<file path="config.mk">
export PLATFORM = sky130hd
export DESIGN_NAME = pca_filter
export DESIGN_NICKNAME = d
export VERILOG_FILES = /design/src/sv/pca_pkg.sv /design/src/sv/pca_filter.sv
export SDC_FILE = /design/constraint.sdc
export NUM_CORES = 2
export LEC_CHECK = 0
export BUFFER_PORTS_ARGS = -buffer_cell sky130_fd_sc_hd__buf_2
export CAP_MARGIN = 20
export CELL_PAD_IN_SITES_DETAIL_PLACEMENT = 1
export CELL_PAD_IN_SITES_GLOBAL_PLACEMENT = 2
export CORE_MARGIN = 10
export CORE_UTILIZATION = 23
export DETAILED_ROUTE_END_ITERATION = 8
export HOLD_SLACK_MARGIN = 0.05
export MAX_ROUTING_LAYER = met4
export PLACE_DENSITY_LB_ADDON = 0.1
export SYNTH_ARGS = -nofsm -noshare
export SYNTH_HDL_FRONTEND = slang
export SYNTH_SLANG_ARGS = --single-unit
</file>
<file path="constraint.sdc">
create_clock -name clk -period 11.6 [get_ports clk]
set_clock_uncertainty 0.05 [all_clocks]
set_input_delay 0.58 -clock clk [delete_from_list [all_inputs] [get_ports clk]]
set_output_delay 0.58 -clock clk [all_outputs]
set_load 0.01 [all_outputs]
</file>
<file path="src/sv/pca_pkg.sv">
`timescale 1ns / 1ps
`default_nettype none
// ----------------------------------------------------------------------------
// pca_pkg
// Shared types, register codes and arithmetic constants of the pixel colour
// adjustment pipeline.
// ----------------------------------------------------------------------------
package pca_pkg;

  // Pipeline shape: adjustment stages in the top level, filter stages after.
  localparam int ADJ_STAGES  = 7;
  localparam int FILT_STAGES = 6;
  localparam int NUM_STAGES  = ADJ_STAGES + FILT_STAGES;

  // Configuration port.
  localparam int APB_ADDR_W = 5;
  localparam int APB_DATA_W = 32;
  localparam int REG_IDX_W  = 3;

  localparam logic [REG_IDX_W-1:0] REG_BRIGHTNESS  = 3'd0;
  localparam logic [REG_IDX_W-1:0] REG_CONTRAST    = 3'd1;
  localparam logic [REG_IDX_W-1:0] REG_TEMPERATURE = 3'd2;
  localparam logic [REG_IDX_W-1:0] REG_RED_GAIN    = 3'd3;
  localparam logic [REG_IDX_W-1:0] REG_GREEN_GAIN  = 3'd4;
  localparam logic [REG_IDX_W-1:0] REG_BLUE_GAIN   = 3'd5;
  localparam logic [REG_IDX_W-1:0] REG_FILTER_MODE = 3'd6;

  // Preset filter codes; the two spare codes pass the pixel unchanged.
  typedef enum logic [2:0] {
    FILT_NONE     = 3'd0,
    FILT_GRAY     = 3'd1,
    FILT_SEPIA    = 3'd2,
    FILT_NEGATIVE = 3'd3,
    FILT_PASTEL   = 3'd4,
    FILT_VINTAGE  = 3'd5
  } filter_mode_t;

  // Settings saturate to this magnitude.
  localparam logic signed [7:0] SETTING_MAX_S = 8'sd100;
  localparam int                SETTING_MAX   = 100;

  // Contrast factor table, one entry per setting, unsigned Q2.16.
  localparam int     CONTRAST_LUT_DEPTH = 2 * SETTING_MAX + 1;
  localparam int     CONTRAST_F_W       = 18;
  localparam int     CONTRAST_FRAC      = 16;
  localparam longint CONTRAST_K         = 259;
  localparam longint Q16_ONE            = 65536;
  localparam logic [CONTRAST_F_W-1:0] CONTRAST_UNITY = 18'd65536;

  // Division by constants through reciprocal multiplication.
  localparam int TEMP_DIV10_MUL   = 205;
  localparam int TEMP_DIV10_SHIFT = 11;
  localparam int DIV10_MUL        = 52429;
  localparam int DIV10_SHIFT      = 19;
  localparam int DIV3_MUL         = 2731;
  localparam int DIV3_SHIFT       = 13;
  localparam int DIV100_MUL       = 655;
  localparam int DIV100_SHIFT     = 16;
  localparam int DIV1000_MUL      = 1048;
  localparam int DIV1000_SHIFT    = 20;

  localparam int NUM_CH = 3;

  // Filter coefficients, rows are red, green, blue outputs.
  localparam logic [4:0] GRAY_COEF [NUM_CH] = '{5'd11, 5'd16, 5'd5};
  localparam int         GRAY_SHIFT = 5;
  localparam logic [9:0] SEPIA_COEF [NUM_CH][NUM_CH] = '{
    '{10'd393, 10'd769, 10'd189},
    '{10'd349, 10'd686, 10'd168},
    '{10'd272, 10'd534, 10'd131}
  };
  localparam logic [3:0] PASTEL_MUL [NUM_CH] = '{4'd8, 4'd8, 4'd9};
  localparam logic [9:0] PASTEL_ADD [NUM_CH] = '{10'd700, 10'd600, 10'd950};
  localparam logic [3:0] VINT_COEF [NUM_CH][NUM_CH] = '{
    '{4'd9, 4'd5, 4'd2},
    '{4'd3, 4'd7, 4'd2},
    '{4'd1, 4'd3, 4'd6}
  };

  typedef logic [NUM_CH-1:0][7:0] rgb_t;

  typedef struct packed {
    logic [7:0] in_red;
    logic [7:0] in_green;
    logic [7:0] in_blue;
  } pixel_in_t;

  typedef struct packed {
    logic [7:0] out_red;
    logic [7:0] out_green;
    logic [7:0] out_blue;
  } pixel_out_t;

  // Settings as the datapath uses them.
  typedef struct packed {
    logic signed [7:0]         brightness;
    logic [CONTRAST_F_W-1:0]   contrast_f;
    logic signed [5:0]         temp_red;
    logic signed [5:0]         temp_blue;
    logic [NUM_CH-1:0][7:0]    gain_mult;
    logic [2:0]                filter_mode;
  } cfg_t;

  // Saturate a raw 8-bit setting to -100..100.
  function automatic logic signed [7:0] sat_setting(input logic [7:0] raw);
    logic signed [7:0] s;
    s = signed'(raw);
    if (s > SETTING_MAX_S) begin
      s = SETTING_MAX_S;
    end else if (s < -SETTING_MAX_S) begin
      s = -SETTING_MAX_S;
    end
    return s;
  endfunction

  // Clamp a signed intermediate to one 8-bit channel.
  function automatic logic [7:0] clamp_u8(input logic signed [11:0] v);
    logic [7:0] res;
    if (v < 12'sd0) begin
      res = 8'd0;
    end else if (v > 12'sd255) begin
      res = 8'hFF;
    end else begin
      res = v[7:0];
    end
    return res;
  endfunction

endpackage
`default_nettype wire

</file>
<file path="src/sv/pca_filter.sv">
`timescale 1ns / 1ps
`default_nettype none
// ----------------------------------------------------------------------------
// pca_filter
// Six-stage preset filter: gray, sepia, negative, pastel and vintage. The
// last stage is the output register of the block.
// ----------------------------------------------------------------------------
module pca_filter (
  input  logic                             clk,
  input  logic [pca_pkg::FILT_STAGES-1:0]  en,
  input  logic [2:0]                       filter_mode,
  input  pca_pkg::rgb_t                    px_in,
  output pca_pkg::rgb_t                    px_out
);
  import pca_pkg::*;

  // Stage f0: gray level, sepia and pastel sums.
  rgb_t        f0_px_r;
  logic [7:0]  f0_y_r,   f0_y_nxt;
  logic [12:0] y_sum;
  logic [18:0] f0_sep_r  [NUM_CH];
  logic [18:0] f0_sep_nxt [NUM_CH];
  logic [11:0] f0_past_r [NUM_CH];
  logic [11:0] f0_past_nxt [NUM_CH];

  always_comb begin
    y_sum = '0;
    for (int j = 0; j < NUM_CH; j++) begin
      y_sum = y_sum + 13'(px_in[j]) * 13'(GRAY_COEF[j]);
    end
    f0_y_nxt = 8'(y_sum >> GRAY_SHIFT);
    for (int i = 0; i < NUM_CH; i++) begin
      f0_sep_nxt[i] = '0;
      for (int j = 0; j < NUM_CH; j++) begin
        f0_sep_nxt[i] = f0_sep_nxt[i] + 19'(px_in[j]) * 19'(SEPIA_COEF[i][j]);
      end
      f0_past_nxt[i] = 12'(px_in[i]) * 12'(PASTEL_MUL[i]) + 12'(PASTEL_ADD[i]);
    end
  end

  always_ff @(posedge clk) begin
    if (en[0]) begin
      f0_px_r   <= px_in;
      f0_y_r    <= f0_y_nxt;
      f0_sep_r  <= f0_sep_nxt;
      f0_past_r <= f0_past_nxt;
    end
  end

  // Stage f1: reciprocal products for the divisions by 1000, 10 and 3.
  rgb_t        f1_px_r;
  logic [7:0]  f1_y_r;
  logic [18:0] f1_sep_r   [NUM_CH];
  logic [29:0] f1_sepm_r  [NUM_CH];
  logic [29:0] f1_sepm_nxt [NUM_CH];
  logic [27:0] f1_pastm_r [NUM_CH];
  logic [27:0] f1_pastm_nxt [NUM_CH];
  logic [21:0] f1_vtm_r   [NUM_CH];
  logic [21:0] f1_vtm_nxt [NUM_CH];
  logic [9:0]  vint_t     [NUM_CH];

  always_comb begin
    for (int i = 0; i < NUM_CH; i++) begin
      f1_sepm_nxt[i]  = 30'(f0_sep_r[i]) * 30'(DIV1000_MUL);
      f1_pastm_nxt[i] = 28'(f0_past_r[i]) * 28'(DIV10_MUL);
      vint_t[i]       = 10'(f0_px_r[i]) + (10'(f0_y_r) << 1);
      f1_vtm_nxt[i]   = 22'(vint_t[i]) * 22'(DIV3_MUL);
    end
  end

  always_ff @(posedge clk) begin
    if (en[1]) begin
      f1_px_r    <= f0_px_r;
      f1_y_r     <= f0_y_r;
      f1_sep_r   <= f0_sep_r;
      f1_sepm_r  <= f1_sepm_nxt;
      f1_pastm_r <= f1_pastm_nxt;
      f1_vtm_r   <= f1_vtm_nxt;
    end
  end

  // Stage f2: finish the quotients and pick every result but vintage.
  rgb_t        f2_res_r, f2_res_nxt;
  rgb_t        f2_d_r,   f2_d_nxt;
  rgb_t        sep_px;
  rgb_t        past_px;
  logic [9:0]  sep_q0  [NUM_CH];
  logic [9:0]  sep_q   [NUM_CH];
  logic [18:0] sep_rem [NUM_CH];
  logic [8:0]  past_q  [NUM_CH];

  always_comb begin
    for (int i = 0; i < NUM_CH; i++) begin
      sep_q0[i]  = 10'(f1_sepm_r[i] >> DIV1000_SHIFT);
      sep_rem[i] = f1_sep_r[i] - 19'(sep_q0[i]) * 19'd1000;
      sep_q[i]   = (sep_rem[i] >= 19'd1000) ? sep_q0[i] + 10'd1 : sep_q0[i];
      sep_px[i]  = (sep_q[i] > 10'd255) ? 8'hFF : sep_q[i][7:0];
      past_q[i]  = 9'(f1_pastm_r[i] >> DIV10_SHIFT);
      past_px[i] = (past_q[i] > 9'd255) ? 8'hFF : past_q[i][7:0];
      f2_d_nxt[i] = 8'(f1_vtm_r[i] >> DIV3_SHIFT);
    end
    case (filter_mode)
      FILT_GRAY:     f2_res_nxt = {f1_y_r, f1_y_r, f1_y_r};
      FILT_SEPIA:    f2_res_nxt = sep_px;
      FILT_NEGATIVE: f2_res_nxt = ~f1_px_r;
      FILT_PASTEL:   f2_res_nxt = past_px;
      default:       f2_res_nxt = f1_px_r;
    endcase
  end

  always_ff @(posedge clk) begin
    if (en[2]) begin
      f2_res_r <= f2_res_nxt;
      f2_d_r   <= f2_d_nxt;
    end
  end

  // Stage f3: vintage colour mix.
  rgb_t        f3_res_r;
  logic [11:0] f3_n_r   [NUM_CH];
  logic [11:0] f3_n_nxt [NUM_CH];

  always_comb begin
    for (int i = 0; i < NUM_CH; i++) begin
      f3_n_nxt[i] = '0;
      for (int j = 0; j < NUM_CH; j++) begin
        f3_n_nxt[i] = f3_n_nxt[i] + 12'(f2_d_r[j]) * 12'(VINT_COEF[i][j]);
      end
    end
  end

  always_ff @(posedge clk) begin
    if (en[3]) begin
      f3_res_r <= f2_res_r;
      f3_n_r   <= f3_n_nxt;
    end
  end

  // Stage f4: reciprocal product for the vintage division by 10.
  rgb_t        f4_res_r;
  logic [27:0] f4_nm_r   [NUM_CH];
  logic [27:0] f4_nm_nxt [NUM_CH];

  always_comb begin
    for (int i = 0; i < NUM_CH; i++) begin
      f4_nm_nxt[i] = 28'(f3_n_r[i]) * 28'(DIV10_MUL);
    end
  end

  always_ff @(posedge clk) begin
    if (en[4]) begin
      f4_res_r <= f3_res_r;
      f4_nm_r  <= f4_nm_nxt;
    end
  end

  // Stage f5: vintage fade towards white and final selection.
  rgb_t       f5_px_r, f5_px_nxt;
  rgb_t       vint_px;
  logic [8:0] vint_q [NUM_CH];
  logic [7:0] vint_c [NUM_CH];

  always_comb begin
    for (int i = 0; i < NUM_CH; i++) begin
      vint_q[i]  = 9'(f4_nm_r[i] >> DIV10_SHIFT);
      vint_c[i]  = (vint_q[i] > 9'd255) ? 8'hFF : vint_q[i][7:0];
      vint_px[i] = 8'((9'(vint_c[i]) + 9'd255) >> 1);
    end
    f5_px_nxt = (filter_mode == FILT_VINTAGE) ? vint_px : f4_res_r;
  end

  always_ff @(posedge clk) begin
    if (en[5]) begin
      f5_px_r <= f5_px_nxt;
    end
  end

  assign px_out = f5_px_r;

endmodule
`default_nettype wire

</file>
# After elaboration in Yosys (flattened, before gate mapping)
# Cells that the tools add are included.
dict set report op_classes {
  bitwise_logic 1
  n_eq_ne 5
  n_mux 14
  magnitude_cmp 12
  add_sub_neg 29
  multipliers 33
}
# operator count
set ops {}
lappend ops {{$mul A12 B16 Y28 const B} 6}
lappend ops {{$pmux W24 S4} 1}
lappend ops {{$mul A19 B8 Y27 const B} 3}
lappend ops {{$mux W8} 9}
lappend ops {{$mul A8 B9 Y17 const B} 4}
lappend ops {{$mul A10 B12 Y21 const B} 3}
lappend ops {{$add A17 B18 Y19} 3}
lappend ops {{$add A19 B16 Y19} 3}
lappend ops {{$ge A19 B10 Y1 const B} 3}
lappend ops {{$sub A19 B19 Y19} 3}
lappend ops {{$gt A9 B8 Y1 const B} 6}
lappend ops {{$mul A10 B7 Y16 const B} 3}
lappend ops {{$mul A8 B4 Y12 const B} 3}
lappend ops {{$mul A8 B3 Y11 const B} 3}
lappend ops {{$mul A8 B8 Y16 const B} 2}
lappend ops {{$add A10 B1 Y10 const B} 3}
lappend ops {{$add A8 B9 Y10} 3}
lappend ops {{$gt A10 B8 Y1 const B} 3}
lappend ops {{$mul A8 B2 Y10 const B} 3}
lappend ops {{$mux W10} 3}
lappend ops {{$add A8 B8 Y9 const B} 3}
lappend ops {{$mul A8 B5 Y13 const B} 2}
lappend ops {{$add A11 B10 Y12 const B} 2}
lappend ops {{$add A12 B9 Y12} 2}
lappend ops {{13 further kinds} 15}
dict set report word_totals {
  elab_cells 141
  ff_bits 682
  output_inout_bits 24
}

# Longest topological paths before layout
dict set report logic_depth {
  depth_word 7
  depth_mapped 30
  mapped_depth_nobuf 30
}

# Worst setup path before layout
# Ideal clock, no wire load.
dict set report synth_path {
  kind {input to register}
  start {in px_in[13] (netlist bit)}
  end {reg f0_sep_r[36] (netlist bit) (data pin)}
  path_buffers 0
  path_slack_ns 4.237
  arrival_time_ns 7.025
  path_stages 24
  setup_time_ns 0.288
  cell_sequence {fa_1 inv_1 fa_1 fa_1 inv_1 fa_1 ha_1 a21oi_1 xnor2_1 ha_1 fa_1 inv_1 fa_1 inv_1 fa_1 fa_1 ha_1 inv_1 o21ai_0 a21oi_1 o21ai_0 or4_1 nand2_1 o311ai_0}
}
# element line_no
set synth_lines {}
lappend synth_lines {{start: declaration} pca_filter.sv:12} ;# input pca_pkg::rgb_t px_in,
lappend synth_lines {{end signal: assignment} pca_filter.sv:45} ;# f0_sep_r <= f0_sep_nxt;
lappend synth_lines {{end: declaration} pca_filter.sv:21} ;# logic [18:0] f0_sep_r [NUM_CH];

==> key figures <==
Critical path
  • Critical path's largest stage delay: 740 ps
  • Crit path max fanout: 9
  • Worst EP arrival: 7890 ps
  • CP startpoint kind: flip-flop
  • Data required time of the worst path: 11900 ps
  • CP Capture Type: flip-flop
  • Critical path type: reg -> reg
  • Critical path's slowest cell: xnor2_1

Flow run
  • Max-cap violations: 0

Global route
  • Antenna violations before repair: 17
  • GRT overflow: 0
  • GR Util All Layers: 13.0%
  • First-pass GRT wire length: 283 mm
  • Largest net degree at the start of global routing: 71
  • Vias in the first global route: around 45000

Final layout
  • Layout area overhead: 11.5%
  • Cell Count, Final, Fillers Out: ~9500
  • Share of layout cells above drive strength 1: between 4 and 5%
  • # nets final: 8017

Route
  • Drt wl/cell: 19.2 µm
  • Via count: 39800
  • Starting DRC count in detailed routing: 1206
  • Drt via density: ~4.2
  • Detailed Routing Iterations Pass 1: 4
  • DRC viols: 0
  • Final ANT Viol Nets: 0
  • Final wirelength: 183 mm

Die
  • Boundary pin count: 58
  • Die area: a little under 0.3 mm²
  • Std-Cell Rows: 190
  • Initial Utilization: 23.1%
  • Die W: 540 µm
  • Die height: between 500 and 600 µm
  • Core area: 0.268 mm²

Logic synthesis
  • Register area share after synthesis: between 20 and 25%
  • Number of synthesized flops with an enable pin: 458
  • Synth Cell Area: 0.0621 mm²
  • Synth cell types: 85
  • Net count after synthesis: 7898
  • Seq cells post-synth: 458
  • Synth top area share: about 28%
  • Avg Cell Area, Syn: ~11 µm²
  • Largest cells by area after synthesis: ha_1 (28%), fa_1 (23%), edfxtp_1 (22%)
  • Mapped Cells: 5778
  • Ys flop type: edfxtp_1
  • Yosys top cell by area: ha_1
  • Yosys warning count: 0
  • Asr flop ratio synth: 0%

Place
  • Port bufs: 57
  • GPL Wtd Cong: 0.769
  • Post-DP HPWL: 156 mm
  • Placed cell count: 9379

Timing
  • Fin Setup TNS: 0 ps
  • Setup violators final: 0
  • Final hold violations: 0
  • Fin crit share: 65.4%
  • Max Clock Freq: about 130 MHz
  • Slew HR: 29.7%
  • Least-Margin Pin Slew: 1050 ps
  • RSZ-0062 raised after global routing: no
  • Min Tclk post-route: 7590 ps
  • Max Transition Viols Final: 0

CTS
  • Cts-stage hold buffer count: 0
  • Clk_lat worst skew: 690 ps
  • Clock Pin Slew Worst Setup and Hold Paths: 60 ps
  • CTS tree: done
  • Post-CTS sizing: 0
  • Max H-tree Level: 3
  • Post-CTS setup buffers: 0
  • TritonCTS Buffers: 68
  • Worst-case clock buffer depth: 3
  • Root Driver: clkbuf_16
  • Clock sinks: 458

Outcome
  • Status: complete, no violations

Min path
  • Min-delay worst type: in -> reg
==> stage by stage <==
stage               hold WS [ps]  setup slack (ps)  instance area [µm²]  utilization, %
detailed placement           356              3360                66900            24.9
floorplan                    350              4240                62100               -
CTS                          221              3840                69300            25.8
global route                 252              3350                69300            25.8
finish                       296              4010                69300            25.8
global placement             353              3330                66900            24.9
==> state kept, by name, indices dropped and copies added, names as in the netlist, 24 cells and up <==
register	count
f1_px_r	24
f3_res_r	24
f3_n_r	34
f0_px_r	24
f2_d_r	24
px_out	24
f1_sepm_r	30
f1_vtm_r	24
f4_nm_r	27
f2_res_r	24
f0_sep_r	55
f4_res_r	24
f1_pastm_r	27
f0_past_r	29
f1_sep_r	48
==> final cells by class <==
class	count	area [µm²]
Fill cell	30100	199000
Multi-Input combinational cell	3896	43000
Sequential cell	458	13800
Inverter	1391	5220
Tap cell	3552	4440
Clock buffer	78	1800
Clock inverter	44	541
Timing Repair Buffer	82	482
Antenna cell	1	2.50
==> logic make-up (layout without fill, tap and decap cells) <==
| kind of cell | after synthesis | count (layout) | share of synthesized area [%] |
|---|---|---|---|
| multiplexers | 11 | 11 | 0.181 |
| flip-flops | 458 | 458 | 22.1 |
| AND/OR/NAND/NOR | 672 | 672 | 5.27 |
| AO/OA/AOI/OAI | 793 | 793 | 8.59 |
| XOR/XNOR | 334 | 334 | 4.73 |
| buffers and inverters | 1424 | 1595 | 8.61 |
| other | 0 | 1 | 0 |
| adder cells (fa/ha/maj) | 2086 | 2086 | 50.5 |
==> Yosys cell counts, drive strengths merged (20+ instances only) <==
cell	count
nand2	131
xnor2	238
fa	699
ha	1387
a211oi	24
nor2	236
a21oi	204
clkbuf	27
xor2	95
and3	20
nand2b	28
o21a	47
nor3	64
o2bb2ai	24
nor2b	42
nand3	28
o21ai	137
a31oi	43
o211ai	21
edfxtp	458
o21bai	48
o221a	21
a21o	87
inv	1391
==> path summary, 6_finish.rpt <==
| kind | endpoint | from | cells past startpoint | slack, ps |
|---|---|---|---|---|
| setup reg to reg | f2_res_r[9]$_DFFE_PP_ | f1_sepm_r[50]$_DFFE_PP_ | 25 | 4010 |
| setup / recovery | f2_res_r[9]$_DFFE_PP_ | f1_sepm_r[50]$_DFFE_PP_ | 25 | 4010 |
| hold reg to reg | f3_res_r[23]$_DFFE_PP_ | f2_res_r[23]$_DFFE_PP_ | 0 | 360 |
| hold / removal | f0_px_r[12]$_DFFE_PP_ | px_in[12] | 1 | 300 |
==> per-layer routing <==
layer | part of all wire [%] | vias up | global-route usage [%] | wire length [µm]
li1 | - | 19500 | - | -
met1 | 49 | 20000 | 17.2 | 89400
met2 | 48 | 233 | 22.0 | 88000
met3 | 1.8 | 90 | 1.33 | 3260
met4 | 1.1 | 0 | 1.67 | 2050
met5 | 0 | - | - | 0
==> cell usage in the layout, fill, tap and decap left out, types with 26 or more instances in the layout <==
cell type / synthesis / routed
nand2b_1: 28 / 28
inv_1: 1391 / 1391
edfxtp_1: 458 / 458
buf_2: 1 / 55
a21oi_1: 204 / 204
clkbuf_16: 0 / 71
o21a_1: 47 / 47
o21bai_1: 48 / 48
fa_1: 699 / 699
xor2_1: 95 / 95
buf_4: 0 / 26
o21ai_0: 135 / 129
xnor2_1: 238 / 237
a31oi_1: 42 / 42
ha_1: 1387 / 1387
nor2_1: 234 / 234
nand3_1: 28 / 28
a21o_1: 87 / 87
nor3_1: 63 / 63
nand2_1: 131 / 131
nor2b_1: 42 / 42
==> worst max-delay path: cells and delay by family, from the launching register on <==
| family | cells | cell delay (ps) |
|---|---|---|
| xor+xnor | 4 | 1160 |
| fa+ha+maj | 6 | 2370 |
| compound gates | 10 | 2640 |
| simple gates | 2 | 240 |
| flops | 1 | 570 |
| buf+inv | 3 | 220 |
Power is not shown: default switching activity piles up to over one toggle a cycle in this logic, so the estimate is an artifact.
